### config.mk
export PLATFORM = sky130hd
export DESIGN_NAME = pip_accum
export DESIGN_NICKNAME = d
export VERILOG_FILES = /design/src/sv/pip_pkg.sv /design/src/sv/pip_accum.sv
export SDC_FILE = /design/constraint.sdc
export NUM_CORES = 1
export LEC_CHECK = 0
export BUFFER_PORTS_ARGS = -buffer_cell sky130_fd_sc_hd__buf_2
export CELL_PAD_IN_SITES_DETAIL_PLACEMENT = 1
export CELL_PAD_IN_SITES_GLOBAL_PLACEMENT = 2
export CORE_MARGIN = 3
export CORE_UTILIZATION = 32
export CTS_CLUSTER_DIAMETER = 150
export DETAILED_ROUTE_END_ITERATION = 10
export PLACE_DENSITY = 0.94
export REMOVE_ABC_BUFFERS = 1
export SKIP_CTS_REPAIR_TIMING = 1
export SLEW_MARGIN = 10
export SYNTH_ARGS = -nofsm -noshare
export SYNTH_HDL_FRONTEND = slang
export SYNTH_SLANG_ARGS = --single-unit
export TNS_END_PERCENT = 10
### constraint.sdc
create_clock -name aclk -period 10.63 [get_ports aclk]
set_input_delay 3.189 -clock aclk [delete_from_list [all_inputs] [get_ports aclk]]
set_output_delay 3.189 -clock aclk [all_outputs]
set_load 0.02 [all_outputs]
### src/sv/pip_pkg.sv
// Shared constants, stage types and edge setup function for the polygon tester.
package pip_pkg;

    localparam int COORD_BITS   = 16;
    localparam int MAX_VERTICES = 1024;
    localparam int AREA_BITS    = 43;
    localparam int DIFF_W       = COORD_BITS + 1;
    localparam int CROSS_W      = 2 * DIFF_W;
    localparam int PROD_W       = 2 * COORD_BITS;
    localparam int TERM_W       = PROD_W + 1;
    localparam int CNT_W        = $clog2(MAX_VERTICES + 2);
    localparam int NUM_EDGES    = 2;

    typedef logic signed [COORD_BITS-1:0] coord_t;

    // Operands of one edge, ready for the multipliers.
    typedef struct packed {
        logic                      crosses;
        logic                      dy_pos;
        logic signed [DIFF_W-1:0]  lhs_a;
        logic signed [DIFF_W-1:0]  lhs_b;
        logic signed [DIFF_W-1:0]  rhs_a;
        logic signed [DIFF_W-1:0]  rhs_b;
        coord_t                    ar_bx;
        coord_t                    ar_ay;
        coord_t                    ar_ax;
        coord_t                    ar_by;
    } edge_ops_t;

    // Products of one edge.
    typedef struct packed {
        logic                      crosses;
        logic                      dy_pos;
        logic signed [CROSS_W-1:0] lhs;
        logic signed [CROSS_W-1:0] rhs;
        logic signed [PROD_W-1:0]  pa;
        logic signed [PROD_W-1:0]  pb;
    } edge_prod_t;

    // Per-vertex control carried down the pipeline.
    typedef struct packed {
        logic first;
        logic last;
        logic too_many;
    } vtx_ctrl_t;

    // Set up one edge a->b against point p; a disabled edge contributes nothing.
    function automatic edge_ops_t make_edge(input coord_t ax, input coord_t ay,
                                            input coord_t bx, input coord_t by,
                                            input coord_t px, input coord_t py,
                                            input logic en);
        edge_ops_t                ops;
        logic signed [DIFF_W-1:0] dy;
        ops = '0;
        dy  = DIFF_W'(by) - DIFF_W'(ay);
        if (en) begin
            ops.crosses = ((ay <= py) && (py < by)) || ((by <= py) && (py < ay));
            ops.dy_pos  = ~dy[DIFF_W-1];
            ops.lhs_a   = DIFF_W'(px) - DIFF_W'(ax);
            ops.lhs_b   = dy;
            ops.rhs_a   = DIFF_W'(bx) - DIFF_W'(ax);
            ops.rhs_b   = DIFF_W'(py) - DIFF_W'(ay);
            ops.ar_bx   = bx;
            ops.ar_ay   = ay;
            ops.ar_ax   = ax;
            ops.ar_by   = by;
        end
        return ops;
    endfunction

endpackage

### src/sv/pip_accum.sv
// Accumulate stage: crossing parity, doubled area and the result register.
module pip_accum import pip_pkg::*; (
    input  logic                        aclk,
    input  logic                        aresetn,
    input  logic                        s2_valid,
    input  vtx_ctrl_t                   s2_ctrl,
    input  edge_prod_t                  s2_prod [NUM_EDGES],
    output logic                        s2_take,
    output logic                        m_valid,
    input  logic                        m_ready,
    output logic                        m_inside_res,
    output logic                        m_is_hole,
    output logic signed [AREA_BITS-1:0] m_area_doubled,
    output logic                        m_too_many
);

    logic                        parity_reg, parity_next;
    logic signed [AREA_BITS-1:0] area_reg, area_next;
    logic                        m_valid_reg;
    logic                        inside_reg, hole_reg, too_many_reg;
    logic signed [AREA_BITS-1:0] area_out_reg;
    logic                        fire;
    logic signed [TERM_W-1:0]    term [NUM_EDGES];
    logic [NUM_EDGES-1:0]        hit;

    // Hold a vertex that closes a polygon while the previous result still waits.
    assign s2_take = ~s2_ctrl.last | ~m_valid_reg | m_ready;
    assign fire    = s2_valid & s2_take;

    always_comb begin
        for (int e = 0; e < NUM_EDGES; e++) begin
            hit[e]  = s2_prod[e].crosses & (s2_prod[e].dy_pos ?
                      (s2_prod[e].lhs <= s2_prod[e].rhs) :
                      (s2_prod[e].lhs >= s2_prod[e].rhs));
            term[e] = TERM_W'(s2_prod[e].pa) - TERM_W'(s2_prod[e].pb);
        end
        parity_next = (s2_ctrl.first ? 1'b0 : parity_reg) ^ (^hit);
        area_next   = (s2_ctrl.first ? '0 : area_reg)
                    + AREA_BITS'(term[0]) + AREA_BITS'(term[1]);
    end

    always_ff @(posedge aclk) begin
        if (!aresetn) begin
            m_valid_reg <= 1'b0;
        end else begin
            m_valid_reg <= (fire & s2_ctrl.last) | (m_valid_reg & ~m_ready);
        end
        if (fire) begin
            parity_reg <= parity_next;
            area_reg   <= area_next;
            if (s2_ctrl.last) begin
                hole_reg     <= area_next[AREA_BITS-1];
                inside_reg   <= parity_next ^ area_next[AREA_BITS-1];
                area_out_reg <= area_next;
                too_many_reg <= s2_ctrl.too_many;
            end
        end
    end

    assign m_valid        = m_valid_reg;
    assign m_inside_res   = inside_reg;
    assign m_is_hole      = hole_reg;
    assign m_area_doubled = area_out_reg;
    assign m_too_many     = too_many_reg;

endmodule

==> reports/metrics.yaml <==
setup_path:
  ff2ff_path_depth: 15
  crit_path_top_delay_cell: "fa_1"
  r2r_setup_slack_ps: 6260
  crit-reg2reg-launch: "area_reg[1]"
  critical_path.top_delay_family: "compound AO/OA/AOI/OAI gates"
  worstSetupEndpointType: "register"
  arrival_ps: 8830
  reg2reg_to: "m_area_doubled[39]"
  cp_max_fo: 11
  startpoint_type: "input port"
  path_cells: "buf_2, ha_1, fa_1, nor2b_1, o2111ai_1, a21boi_0, a31oi_1, o211ai_1, nand2_1, o2111ai_1, nand2_1, nor2_1, o22ai_1, buf_4, fa_1, ha_1, and3_1, and2_1, a21oi_1, nand2_1, a211oi_1, o21ai_0, xor2_1"
  cp-endpoint: "area_reg[41]"
  crit_cells: 23
  slowest_delay_ps: 490
  path_class: "input port to register"
  required_ps: 10730
  startpoint: "s2_prod[134]"
  path_common_cell: "nand2_1"
  crit_buf_inv: 2
power_and_ir_drop:
  power.total_mw: 3.29
  intPower_mw: 1.77
  sw_frac_of_total: 0.464
  comb_power_share: 0.649
  pwr-share-seq: 0.252
  power.density_mw_per_mm2: 241
  clock_power_share: 0.099
  power.switching_mw: 1.53
  leakage_nw: 7.11
  worst_ir_drop_vdd_v: 0.000106
finish:
  num_antenna_cells: 0
  syn2layout_area_growth_pct: 21.9
  largest_reg_flops: 43
  drive_above_1_share: 0.232
  stdcell_area_sq_mm: 0.0137
  final_nets: 2076
  fillers: 4210
yosys:
  synth-seq-cells: 90
  ys.warnings.count: 0
  synth_top_area_share: 0.239
  yosysUniqueCellTypes: 64
  ys_async_sr_fraction: 0
  synth_edf_count: 89
  netlist.top_cell.by_area: "edfxtp_1"
  postSynthCellCount: 1255
  avgSynthCellArea_sq_um: 8.92
  synth_ff_type: "edfxtp_1"
  yosys-top-cells-area: "edfxtp_1 (24%), ha_1 (19%), fa_1 (8.0%), inv_1 (7.5%), xnor2_1 (4.8%)"
  ys_seq_area_frac: 0.240
  netlist_area_sq_mm: 0.0112
status:
  status: "complete, no violations"
die:
  die_x_um: 193
  std_cell_rows: 67
  coreArea_sq_mm: 0.0340
  pin_count: 323
  start_util: 0.329
  die_h_um: 193
  dieArea_sq_mm: 0.0373
placed_design:
  dpl.hpwl_mm: 30.9
  dpl-instance-area_sq_mm: 0.0134
  port_buffers: 322
  gp_congestion: 0.873
routing:
  drt_wl_total_mm: 36.0
  viasPerCell: 5.00
  drt-pass1-iter-count: 4
  dr_total_vias: 10182
  ant_nets: 0
  wl_per_cell_um: 17.7
  drt_iter0_markers: 351
  drc: 0
job:
  cap_violations: 0
sta:
  final.setup_skew_ps: 18.3
  rsz0062_at_grt: "no"
  worst_pin_slew_ps: 741
  max_slew_margin: 0.500
  period_needed_ps: 8730
  hold_viol: 0
  setup_tns_ps: 0
  fmax_mhz: 115
  min_period_over_period: 0.821
  slew_viol_final: 0
  setup_violations: 0
clock_tree:
  clkTransAtPathRegs_ps: 70
  cts_root_buf: "clkbuf_16"
  clock_sinks: 90
  cts_buffers: 9
  cts_tree: "done"
  clock_latency_ps: 370
  cts_buffer_depth: 2
  htreeDepth: 3
global_route:
  first_global_vias: 10972
  antenna_found_initial: 5
  gr-total-overflow: 0
  track_usage: 0.191
  grt_pass1_wl_mm: 56.4
  grt_start_max_net_pins: 45
hold_path:
  hp-class: "register to register"
final cells by class:
cell class | count | area, sq um | share of cell area
repair buffers | 327 | 1650 | 0.121
well taps | 448 | 561 | 0.0411
clock buffers | 9 | 225 | 0.0165
inverters | 224 | 841 | 0.0616
flip-flops and latches | 90 | 2690 | 0.197
clock inverters | 7 | 60.1 | 0.00440
multi-input cells | 930 | 7620 | 0.558
placed cells by master (no fill, tap or decap), types with 29 or more instances in the layout:
cell	synthesis	routed
a21o_1	68	68
a21oi_1	99	99
buf_2	1	322
edfxtp_1	89	89
fa_1	45	45
ha_1	174	174
inv_1	224	224
nand2_1	58	58
nand2b_1	42	42
nand3_1	29	29
nor2_1	51	51
o21ai_0	51	51
xnor2_1	62	62
xor2_1	41	41
worst min path at each step:
stage | from | to | slack (ps) | cells past startpoint
after detailed placement | m_valid | m_valid | 650 | 2
after global placement | m_valid | m_valid | 630 | 2
after global routing | m_valid | m_valid | 710 | 2
final | m_valid | m_valid | 670 | 2
after CTS | m_valid | m_valid | 670 | 2
after floorplan | area_reg[0] | area_reg[0] | 720 | 2
worst reg2reg max path: cells and delay by family, from the launching register on:
family          cells  cell delay, ps
compound gates      7            1880
fa+ha+maj           3            1140
simple gates        2             360
flops               1             350
xor+xnor            1             280
buf+inv             2             160
power groups by stage:
| stage | clock network [mW] | logic (mW) | registers [mW] |
|---|---|---|---|
| 2_1_floorplan | 0 | 1.40 | 0.917 |
| 3_3_place_gp | 0 | 2.02 | 0.831 |
| 3_5_place_dp | 0 | 2.13 | 0.840 |
| 4_1_cts | 0.332 | 2.15 | 0.833 |
| 5_1_grt | 0.348 | 2.39 | 0.846 |
| 6_report | 0.325 | 2.14 | 0.831 |
synth_stat cells, drive strengths merged, types with 3 or more instances:
cell type / count
clkbuf: 9
and3: 15
nor2b: 29
edfxtp: 89
nor3: 19
and4: 7
ha: 174
a21boi: 4
fa: 45
o211ai: 9
o31ai: 7
nand2b: 42
a21oi: 101
nand2: 58
xor2: 41
nand4: 16
inv: 224
a31o: 4
nand3: 29
xnor2: 62
a221o: 4
nor2: 51
a21o: 69
o31a: 3
o2111ai: 3
o21a: 12
o21ai: 56
a211oi: 10
o21bai: 12
o22ai: 4
o311ai: 4
a31oi: 11
and2: 4
cells by family after synthesis:
logic type	share of synthesized area
simple gates	0.131
buf+inv	0.0792
flops	0.240
compound gates	0.194
xor+xnor	0.0805
fa+ha+maj	0.275
per-stage QoR:
stage / utilization / hold slack [ps] / worst slack (ps) / instances
6_report: 0.401 / 672 / 1900 / 2035
5_1_grt: 0.401 / 711 / 1470 / 2035
4_1_cts: 0.401 / 671 / 1890 / 2035
3_5_place_dp: 0.393 / 655 / 1530 / 2019
3_3_place_gp: 0.393 / 630 / 1650 / 2019
2_1_floorplan: - / 720 / 1910 / 1244
per-layer routing:
layer / global-route usage / wire length [um] / vias to the layer above
met4: 0.0509 / 736 / 6
met2: 0.353 / 18400 / 279
met5: 0 / 41 / -
met3: 0.0354 / 2040 / 44
li1: - / - / 5030
met1: 0.227 / 14800 / 4823
(Power assumes the default switching activity.)
