## config.mk

```make
export PLATFORM = sky130hd
export DESIGN_NAME = pip_front
export DESIGN_NICKNAME = d
export VERILOG_FILES = /design/src/sv/pip_pkg.sv /design/src/sv/pip_front.sv
export SDC_FILE = /design/constraint.sdc
export NUM_CORES = 1
export LEC_CHECK = 0
export BUFFER_PORTS_ARGS = -buffer_cell sky130_fd_sc_hd__buf_2
export CAP_MARGIN = 10
export CORE_ASPECT_RATIO = 0.8
export CORE_MARGIN = 8
export CORE_UTILIZATION = 59
export CTS_BUF_LIST = sky130_fd_sc_hd__clkbuf_4
export DETAILED_ROUTE_END_ITERATION = 12
export PLACE_DENSITY_LB_ADDON = 0.08
export SYNTH_ARGS = -nofsm -noshare
export SYNTH_HDL_FRONTEND = slang
export SYNTH_SLANG_ARGS = --single-unit
export TNS_END_PERCENT = 1
```

## constraint.sdc

```tcl
create_clock -name aclk -period 15.7 [get_ports aclk]
set_input_delay 3.925 -clock aclk [delete_from_list [all_inputs] [get_ports aclk]]
set_output_delay 3.925 -clock aclk [all_outputs]
set_load 0.01 [all_outputs]
```

## src/sv/pip_pkg.sv

```systemverilog
// Shared constants, stage types and edge setup function for the polygon tester.
package pip_pkg;

    localparam int COORD_BITS   = 16;
    localparam int MAX_VERTICES = 1024;
    localparam int AREA_BITS    = 43;
    localparam int DIFF_W       = COORD_BITS + 1;
    localparam int CROSS_W      = 2 * DIFF_W;
    localparam int PROD_W       = 2 * COORD_BITS;
    localparam int TERM_W       = PROD_W + 1;
    localparam int CNT_W        = $clog2(MAX_VERTICES + 2);
    localparam int NUM_EDGES    = 2;

    typedef logic signed [COORD_BITS-1:0] coord_t;

    // Operands of one edge, ready for the multipliers.
    typedef struct packed {
        logic                      crosses;
        logic                      dy_pos;
        logic signed [DIFF_W-1:0]  lhs_a;
        logic signed [DIFF_W-1:0]  lhs_b;
        logic signed [DIFF_W-1:0]  rhs_a;
        logic signed [DIFF_W-1:0]  rhs_b;
        coord_t                    ar_bx;
        coord_t                    ar_ay;
        coord_t                    ar_ax;
        coord_t                    ar_by;
    } edge_ops_t;

    // Products of one edge.
    typedef struct packed {
        logic                      crosses;
        logic                      dy_pos;
        logic signed [CROSS_W-1:0] lhs;
        logic signed [CROSS_W-1:0] rhs;
        logic signed [PROD_W-1:0]  pa;
        logic signed [PROD_W-1:0]  pb;
    } edge_prod_t;

    // Per-vertex control carried down the pipeline.
    typedef struct packed {
        logic first;
        logic last;
        logic too_many;
    } vtx_ctrl_t;

    // Set up one edge a->b against point p; a disabled edge contributes nothing.
    function automatic edge_ops_t make_edge(input coord_t ax, input coord_t ay,
                                            input coord_t bx, input coord_t by,
                                            input coord_t px, input coord_t py,
                                            input logic en);
        edge_ops_t                ops;
        logic signed [DIFF_W-1:0] dy;
        ops = '0;
        dy  = DIFF_W'(by) - DIFF_W'(ay);
        if (en) begin
            ops.crosses = ((ay <= py) && (py < by)) || ((by <= py) && (py < ay));
            ops.dy_pos  = ~dy[DIFF_W-1];
            ops.lhs_a   = DIFF_W'(px) - DIFF_W'(ax);
            ops.lhs_b   = dy;
            ops.rhs_a   = DIFF_W'(bx) - DIFF_W'(ax);
            ops.rhs_b   = DIFF_W'(py) - DIFF_W'(ay);
            ops.ar_bx   = bx;
            ops.ar_ay   = ay;
            ops.ar_ax   = ax;
            ops.ar_by   = by;
        end
        return ops;
    endfunction

endpackage

```

## src/sv/pip_front.sv

```systemverilog
// Input stage: polygon state, vertex count and registered edge operands.
module pip_front import pip_pkg::*; (
    input  logic      aclk,
    input  logic      aresetn,
    input  logic      s_valid,
    output logic      s_ready,
    input  coord_t    s_vertex_x,
    input  coord_t    s_vertex_y,
    input  coord_t    s_query_x,
    input  coord_t    s_query_y,
    input  logic      s_last_vertex,
    input  logic      s1_take,
    output logic      s1_valid,
    output vtx_ctrl_t s1_ctrl,
    output edge_ops_t s1_ops [NUM_EDGES]
);

    logic             valid_reg;
    vtx_ctrl_t        ctrl_reg;
    edge_ops_t        ops_reg [NUM_EDGES];
    logic [CNT_W-1:0] count_reg, count_next;
    coord_t           first_x_reg, first_y_reg, prev_x_reg, prev_y_reg;
    coord_t           point_x_reg, point_y_reg;
    logic             s_fire, is_first;
    coord_t           px, py, fx, fy;
    edge_ops_t        ops_next [NUM_EDGES];

    assign s_ready  = ~valid_reg | s1_take;
    assign s_fire   = s_valid & s_ready;
    assign is_first = (count_reg == '0);

    always_comb begin
        px = is_first ? s_query_x  : point_x_reg;
        py = is_first ? s_query_y  : point_y_reg;
        fx = is_first ? s_vertex_x : first_x_reg;
        fy = is_first ? s_vertex_y : first_y_reg;
        ops_next[0] = make_edge(prev_x_reg, prev_y_reg, s_vertex_x, s_vertex_y,
                                px, py, ~is_first);
        ops_next[1] = make_edge(s_vertex_x, s_vertex_y, fx, fy, px, py, s_last_vertex);
        if (s_last_vertex) begin
            count_next = '0;
        end else if (count_reg <= CNT_W'(MAX_VERTICES)) begin
            count_next = count_reg + CNT_W'(1);
        end else begin
            count_next = count_reg;
        end
    end

    always_ff @(posedge aclk) begin
        if (!aresetn) begin
            valid_reg <= 1'b0;
            count_reg <= '0;
        end else begin
            valid_reg <= s_fire | (valid_reg & ~s1_take);
            if (s_fire) begin
                count_reg <= count_next;
            end
        end
        if (s_fire) begin
            prev_x_reg <= s_vertex_x;
            prev_y_reg <= s_vertex_y;
            if (is_first) begin
                first_x_reg <= s_vertex_x;
                first_y_reg <= s_vertex_y;
                point_x_reg <= s_query_x;
                point_y_reg <= s_query_y;
            end
            ctrl_reg.first    <= is_first;
            ctrl_reg.last     <= s_last_vertex;
            ctrl_reg.too_many <= (count_reg >= CNT_W'(MAX_VERTICES));
            ops_reg           <= ops_next;
        end
    end

    assign s1_valid = valid_reg;
    assign s1_ctrl  = ctrl_reg;
    assign s1_ops   = ops_reg;

endmodule

```

==> impl_metrics.py, run 1 <==
metrics = {
    "detailed_routing": {
        "drt_wl_total_um": 56600,
        "first_iter_violations": 1637,
        "dr.pass1.iters": 5,
        "drc_violation_count_after_routing": 0,
        "post_drt_wl_per_cell_um": 20.9,
        "routed-via-count": 15500,
        "ant_nets": 0,
        "detail_route.vias_per_cell": 5.72,
    },
    "layout": {
        "post_route_cells_drive_above_1_share_pct": 23.1,
        "utilization_pct": 69.6,
        "final_nets": 2418,
        "nFillCells": 2585,
        "flip_flop_count_of_the_largest_register_after_layout": 268,
        "synthToLayoutAreaGrowth_pct": 16.9,
    },
    "status": {
        "status": "finished, final reports clean",
    },
    "global_routing": {
        "grt_antenna_before_repair": 6,
        "grt.total_usage_pct": 27.4,
        "grt_pass1_wl_um": 85300,
        "grt_start_max_net_pins": 85,
        "first_global_vias": 15000,
        "overflow": 0,
    },
    "worst_setup_path": {
        "critPathArrivalTime_ns": 4.33,
        "timing_worst_setup_path_type": "input pin to output port",
        "cp_data_required_time_ns": 11.77,
        "reg2reg_slack_ns": 10.24,
        "worstSetupStartpointType": "input pin",
        "critPathMaxFanout": 3,
        "kind_of_capture_point_of_the_worst_setup_path": "output port",
    },
    "clock_tree": {
        "clock_sinks": 379,
        "post_cts_buffers": 0,
        "post_cts_hold_buffer_count": 0,
        "tritoncts_clock_tree": "built",
        "cts_buffers": 94,
        "cts.root.buffer_cell": "sky130_fd_sc_hd__clkbuf_4",
        "path_clk_slew_ns": 0.06,
        "maximum_clock_path_buffer_count": 3,
        "clock_latency_ns": 0.75,
        "htree_num_levels": 3,
        "post_cts.resized_instances": 0,
    },
    "power": {
        "ir_worst_vdd_mv": 0.0753,
        "static-leakage-power_nw": 10.4,
        "total_power_after_layout_w": 0.00268,
        "power_density_over_the_cells_nw_per_um2": 115,
    },
    "timing": {
        "worst_relative_slew_slack_pct": 28.2,
        "max_clock_freq_mhz": 121,
        "timing.final.max_slew_violations": 0,
        "final.period_utilization_pct": 52.6,
        "post-route-min-period_ns": 8.26,
        "worstMarginPinSlew_ns": 1.08,
        "clock-skew-final_ns": 0.0283,
        "hold_viol": 0,
        "rsz0062_at_grt": "no",
        "final-setup-viol-count": 0,
        "final.setup.tns_ns": 0,
    },
    "die": {
        "die_w_um": 221,
        "die_area_um2": 40000,
        "number_of_cell_rows": 60,
        "placeableCoreArea_um2": 33500,
        "initial_cell_density_of_the_core_pct": 59.5,
        "num_io_pins": 342,
        "fp.dieH_um": 180,
    },
    "synthesis": {
        "synth_enable_flop_cells": 367,
        "mappedNetlistArea_um2": 19900,
        "register_bit_total_from_synthesis": 379,
        "seq_area_frac_synth_pct": 56.5,
        "asyncSetResetFlopFracSynth_pct": 0,
        "syn-mean-instance-area_um2": 11.1,
        "synth.net_count": 2017,
        "post_synth_inst_count": 1794,
        "netlist-cell-type-count": 78,
        "yosys_warnings": 0,
        "synthFlopType": "sky130_fd_sc_hd__edfxtp_1",
    },
    "placed_design": {
        "placement.io_buffers": 341,
        "place.detailed.hpwl_um": 42300,
        "finalWeightedCongestion": 0.935,
    },
    "hold_path": {
        "min-delay-path-class": "flip-flop to flip-flop",
    },
    "job": {
        "cap_violations": 0,
    },
}
[layout by cell type, fill, tap and decap left out, types with 9 or more instances in the layout]
cell,n
sky130_fd_sc_hd__edfxtp_1,367
sky130_fd_sc_hd__buf_2,341
sky130_fd_sc_hd__nor2_1,262
sky130_fd_sc_hd__nand2_1,213
sky130_fd_sc_hd__ha_1,146
sky130_fd_sc_hd__clkbuf_4,145
sky130_fd_sc_hd__inv_1,120
sky130_fd_sc_hd__a21oi_1,99
sky130_fd_sc_hd__o21ai_0,51
sky130_fd_sc_hd__nor3_1,48
sky130_fd_sc_hd__xor2_1,44
sky130_fd_sc_hd__xnor2_1,43
sky130_fd_sc_hd__nand3_1,29
sky130_fd_sc_hd__nor2b_1,27
sky130_fd_sc_hd__nand2b_1,25
sky130_fd_sc_hd__a21o_1,21
sky130_fd_sc_hd__o21a_1,20
sky130_fd_sc_hd__clkinv_1,20
sky130_fd_sc_hd__a211oi_1,18
sky130_fd_sc_hd__and2_1,15
sky130_fd_sc_hd__and3_1,15
sky130_fd_sc_hd__mux2i_1,14
sky130_fd_sc_hd__nand4_1,12
sky130_fd_sc_hd__or3_1,12
sky130_fd_sc_hd__dfxtp_1,12
sky130_fd_sc_hd__o31a_1,11
sky130_fd_sc_hd__a31oi_1,9
sky130_fd_sc_hd__buf_4,9
[metal layers]
layer | track usage [%] | share of wire, %
met4 | 8.76 | 2.1
met1 | 39.8 | 45
met3 | 7.45 | 10
met5 | 0 | 0
met2 | 39.5 | 43
[logic make-up (layout without fill, tap and decap cells)]
group | count (synthesis) | after routing | share of synthesized area [%]
AO/OA/AOI/OAI | 300 | 300 | 9.94
XOR/XNOR | 87 | 87 | 3.82
adder cells (fa/ha/maj) | 156 | 156 | 10.1
buffers and inverters | 166 | 639 | 3.16
flip-flops | 379 | 379 | 56.5
multiplexers | 18 | 18 | 0.929
other | 0 | 7 | 0
AND/OR/NAND/NOR | 688 | 688 | 15.6
[power breakdown]
| part | internal [W] | total (W) | leakage, nW | switching (W) |
|---|---|---|---|---|
| registers | 0.00121 | 0.00124 | 3.75 | 0.0000266 |
| clock network | 0.000418 | 0.000815 | 0.707 | 0.000397 |
| logic | 0.000230 | 0.000620 | 5.94 | 0.000390 |
[critical path, stage by stage]
cell and delay, ns:
sky130_fd_sc_hd__buf_2 0.10, sky130_fd_sc_hd__nand2b_1 0.16, sky130_fd_sc_hd__buf_2 0.15
[cells in the mapped netlist (4+ instances only)]
cell type	count	area share, %
sky130_fd_sc_hd__dfxtp_1	12	1.2
sky130_fd_sc_hd__a31oi_1	9	0.28
sky130_fd_sc_hd__nor2_1	262	4.9
sky130_fd_sc_hd__inv_1	120	2.3
sky130_fd_sc_hd__a21oi_1	99	2.5
sky130_fd_sc_hd__nor2b_1	27	0.85
sky130_fd_sc_hd__mux2i_1	14	0.70
sky130_fd_sc_hd__nor4_1	4	0.13
sky130_fd_sc_hd__o31a_1	11	0.48
sky130_fd_sc_hd__a21o_1	21	0.79
sky130_fd_sc_hd__fa_1	8	0.80
sky130_fd_sc_hd__clkbuf_1	41	0.77
sky130_fd_sc_hd__nor3b_1	5	0.19
sky130_fd_sc_hd__o31ai_1	5	0.19
sky130_fd_sc_hd__nand2_1	213	4.0
sky130_fd_sc_hd__o21bai_1	8	0.30
sky130_fd_sc_hd__edfxtp_1	367	55
sky130_fd_sc_hd__ha_1	146	9.2
sky130_fd_sc_hd__o21ai_0	51	1.3
sky130_fd_sc_hd__nand2b_1	25	0.78
sky130_fd_sc_hd__a21boi_0	5	0.19
sky130_fd_sc_hd__nand3_1	30	0.75
sky130_fd_sc_hd__o211ai_1	8	0.30
sky130_fd_sc_hd__nor3_1	48	1.2
sky130_fd_sc_hd__xnor2_1	43	1.9
sky130_fd_sc_hd__o21a_1	20	0.75
sky130_fd_sc_hd__or3_1	12	0.38
sky130_fd_sc_hd__xor2_1	44	1.9
sky130_fd_sc_hd__o41ai_1	5	0.22
sky130_fd_sc_hd__a211oi_1	18	0.68
sky130_fd_sc_hd__and3_1	16	0.50
sky130_fd_sc_hd__nand4_1	12	0.38
sky130_fd_sc_hd__and2_1	16	0.50
sky130_fd_sc_hd__a41oi_1	4	0.18
[area by class of cell]
type	count	area [um^2]	share of cell area [%]
Clock inverter	23	91.3	0.392
Antenna cell	7	17.5	0.0752
Clock buffer	145	1090	4.67
Sequential cell	379	11300	48.4
Multi-Input combinational cell	1249	8060	34.6
Inverter	121	455	1.96
Tap cell	434	543	2.33
Timing Repair Buffer	350	1770	7.62
[worst paths after layout]
check / end / from / depth (start not counted)
max: s_ready / s1_take / 3
min: s1_valid$_SDFF_PN0_ / s1_valid$_SDFF_PN0_ / 2
max reg2reg: s1_ops[264]$_SDFFCE_PP0P_ / count_reg[0]$_SDFFE_PN0P_ / 16
min reg2reg: s1_valid$_SDFF_PN0_ / s1_valid$_SDFF_PN0_ / 2
[stage by stage]
| step | instances | instance area, um^2 | worst slack (ns) | hold WS (ns) |
|---|---|---|---|---|
| final | 2708 | 23300 | 7.44 | 0.553 |
| after global placement | 2533 | 22100 | 7.46 | 0.513 |
| after floorplan | 1794 | 19900 | 1.54 | 0.494 |
| after global routing | 2706 | 23300 | 7.42 | 0.583 |
| after CTS | 2701 | 23300 | 7.43 | 0.548 |
| after detailed placement | 2533 | 22100 | 7.43 | 0.535 |
Power figures use the tool's default switching activity.
==> run 2, diff against run 1 <==
==> constraint.sdc (replaced) <==
create_clock -name aclk -period 8.5 [get_ports aclk]
set_input_delay 2.125 -clock aclk [delete_from_list [all_inputs] [get_ports aclk]]
set_output_delay 2.125 -clock aclk [all_outputs]
set_load 0.01 [all_outputs]
==> run 2 against run 1 <==
Effect of this change: register-to-register slack lost 6.8 ns; final cell count is essentially flat; critical path depth grew 13; worst hold slack lost 0.0039 ns; final area is essentially flat; highest routed layer unchanged; flip-flop and latch count is the same; clock skew grew 0.0023 ns; combinational power grew 87%; clock power grew 85%.
==> impl_metrics.py, run 2 (synthesized netlist as in run 1, its figures left out) <==
metrics = {
    "status": {
        "status": "finished, final reports clean",
    },
    "timing": {
        "post-route-min-period_ns": 5.06,
        "final.period_utilization_pct": 59.6,
        "rsz0062_at_grt": "no",
        "timing.final.max_slew_violations": 0,
        "hold_viol": 0,
        "finalWorstSetupSlack_ns": 3.44,
        "clock-skew-final_ns": 0.0306,
        "final.setup.tns_ns": 0,
        "worstMarginPinSlew_ns": 1.13,
        "max_clock_freq_mhz": 198,
        "final-setup-viol-count": 0,
        "worst_relative_slew_slack_pct": 24.5,
    },
    "worst_setup_path": {
        "timing_worst_setup_path_type": "flip-flop to flip-flop",
        "cp_data_required_time_ns": 9.01,
        "timing.critical_path.slowest_cell_delay_ns": 0.74,
        "crit_path_top_delay_cell": "sky130_fd_sc_hd__and3_4",
        "kind_of_capture_point_of_the_worst_setup_path": "flip-flop",
        "critPathMaxFanout": 47,
        "reg2reg_end": "s1_ops[267]$_SDFFCE_PP0P_",
        "ff2ff_path_depth": 16,
        "crit_path_cell_trace": "inv_1 > ha_1 > nor4b_4 > and3_4 > buf_4 > nand2_1 > nand2_1 > ha_1 > nor2b_1 > o31a_1 > nor2_1 > nand3_1 > nand3_1 > nand3b_1 > a41oi_1 > mux2_1",
        "reg2reg_slack_ns": 3.44,
        "worst_r2r_startpoint": "count_reg[0]$_SDFFE_PN0P_",
        "worstSetupStartpointType": "flip-flop",
        "critPathArrivalTime_ns": 5.57,
    },
    "layout": {
        "flip_flop_count_of_the_largest_register_after_layout": 268,
        "post_route_cells_drive_above_1_share_pct": 23.0,
        "final_nets": 2416,
        "top_library_cells_by_usage_in_the_layout_fill_and_taps_aside": "sky130_fd_sc_hd__edfxtp_1 (367), sky130_fd_sc_hd__buf_2 (341), sky130_fd_sc_hd__nor2_1 (262)",
        "layout_commonest_cell": "sky130_fd_sc_hd__edfxtp_1",
        "finish.instance_area_um2": 23300,
        "synthToLayoutAreaGrowth_pct": 16.8,
        "nFillCells": 2576,
        "utilization_pct": 69.5,
    },
    "clock_tree": {
        "tritoncts_clock_tree": "built",
        "maximum_clock_path_buffer_count": 3,
        "cts_buffers": 92,
        "clock_latency_ns": 0.78,
        "htree_num_levels": 3,
        "post_cts.resized_instances": 0,
        "cts.root.buffer_cell": "sky130_fd_sc_hd__clkbuf_4",
        "clock_sinks": 379,
        "path_clk_slew_ns": 0.06,
        "post_cts_hold_buffer_count": 0,
        "post_cts_buffers": 0,
    },
    "hold_path": {
        "min-delay-path-class": "flip-flop to flip-flop",
        "hold-path-cell-count": 2,
        "timing.hold.worst_endpoint": "s1_valid$_SDFF_PN0_",
        "hold_path_startpoint": "s1_valid$_SDFF_PN0_",
    },
    "detailed_routing": {
        "dr.pass1.iters": 7,
        "drc_violation_count_after_routing": 0,
        "first_iter_violations": 1587,
        "post_drt_wl_per_cell_um": 21.1,
        "routed-via-count": 15500,
        "drt_wl_total_um": 57000,
        "ant_nets": 0,
        "detail_route.vias_per_cell": 5.73,
    },
    "die": {
        "die_w_um": 221,
        "number_of_cell_rows": 60,
        "num_io_pins": 342,
        "die_area_um2": 40000,
        "fp.dieH_um": 180,
        "initial_cell_density_of_the_core_pct": 59.5,
        "placeableCoreArea_um2": 33500,
    },
    "global_routing": {
        "overflow": 0,
        "grt.total_usage_pct": 27.7,
        "grt_start_max_net_pins": 187,
        "grt_pass1_wl_um": 86500,
        "grt_busiest_layer": "met1",
        "grt_util_met2_pct": 39.8,
        "first_global_vias": 15100,
        "met3_routing_resource_usage_after_global_routing_pct": 7.01,
        "grt_antenna_before_repair": 2,
        "gr-usage-met1_pct": 41.2,
    },
    "power": {
        "power_density_over_the_cells_nw_per_um2": 213,
        "net-switching-power_w": 0.00153,
        "netSwitchingFraction_pct": 30.9,
        "share_seq_of_total_power_pct": 46.2,
        "static-leakage-power_nw": 10.4,
        "internal_power_of_the_cells_w": 0.00343,
        "ir_worst_vdd_mv": 0.128,
        "clkPwrFrac_pct": 30.4,
        "total_power_after_layout_w": 0.00496,
        "combPwrFrac_pct": 23.3,
    },
    "placed_design": {
        "placement.io_buffers": 341,
        "place.detailed.hpwl_um": 42600,
        "detailed_place.area_um2": 22100,
        "pre_cts_slack_ns": 3.15,
        "finalWeightedCongestion": 0.924,
    },
    "job": {
        "cap_violations": 0,
    },
}
==> run 2: changes by cell type in the layout (fill, tap and decap cells not counted) <==
cell,delta
sky130_fd_sc_hd__buf_4,-1
sky130_fd_sc_hd__clkinv_1,+5
sky130_fd_sc_hd__clkbuf_4,-5
sky130_fd_sc_hd__clkinv_2,+1
sky130_fd_sc_hd__buf_12,+1
sky130_fd_sc_hd__diode_2,-5
sky130_fd_sc_hd__inv_2,+3
==> run 2: worst max-delay path by stage <==
stage	start	to	slack, ns	cells past startpoint
2_1_floorplan	s1_take	count_reg[5]$_SDFFE_PN0P_	0.45	7
3_5_place_dp	s_query_y[0]	s1_ops[78]$_SDFFCE_PN0P_	3.15	13
5_1_grt	count_reg[0]$_SDFFE_PN0P_	s1_ops[78]$_SDFFCE_PN0P_	3.07	16
4_1_cts	count_reg[0]$_SDFFE_PN0P_	s1_ops[95]$_SDFFCE_PN0P_	3.49	16
3_3_place_gp	s_vertex_y[0]	s1_ops[132]$_SDFFCE_PN0P_	3.25	13
6_report	count_reg[0]$_SDFFE_PN0P_	s1_ops[267]$_SDFFCE_PP0P_	3.44	16
==> run 2: metrics by stage <==
step,hold WS [ns],cells
3_3_place_gp,0.517,2533
6_report,0.549,2707
2_1_floorplan,0.494,1794
5_1_grt,0.602,2707
3_5_place_dp,0.534,2533
4_1_cts,0.553,2705
==> run 2: final cells by class <==
| class | instances | area, um^2 | share of cell area, % |
|---|---|---|---|
| antenna | 2 | 5.00 | 0.0215 |
| clock buffer | 140 | 1050 | 4.51 |
| clock inverter | 32 | 126 | 0.543 |
| inverter | 121 | 455 | 1.96 |
| multi-input combinational | 1249 | 8060 | 34.6 |
| sequential | 379 | 11300 | 48.4 |
| tap | 434 | 543 | 2.33 |
| timing repair buffer | 350 | 1790 | 7.67 |
==> run 2: worst max-delay path, delay by kind of cell (launching register included) <==
| family | cells | cell delay [ns] |
|---|---|---|
| simple gates | 9 | 2.40 |
| buf+inv | 2 | 0.67 |
| compound gates | 2 | 0.54 |
| mux | 1 | 0.34 |
| fa+ha+maj | 2 | 0.49 |
| flops | 1 | 0.35 |
==> run 2: power by group through the flow <==
| stage | combinational [W] | sequential, W | clock, W |
|---|---|---|---|
| 2_1_floorplan | 0.000705 | 0.00240 | 0 |
| 3_3_place_gp | 0.00111 | 0.00233 | 0 |
| 3_5_place_dp | 0.00114 | 0.00233 | 0 |
| 4_1_cts | 0.00114 | 0.00229 | 0.00154 |
| 5_1_grt | 0.00127 | 0.00230 | 0.00162 |
| 6_report | 0.00116 | 0.00229 | 0.00151 |
==> run 2: routing by layer <==
metal / wire (um) / part of all wire, %
met1: 25800 / 45
met2: 24000 / 42
met3: 6040 / 11
met4: 1220 / 2.1
met5: 0 / 0
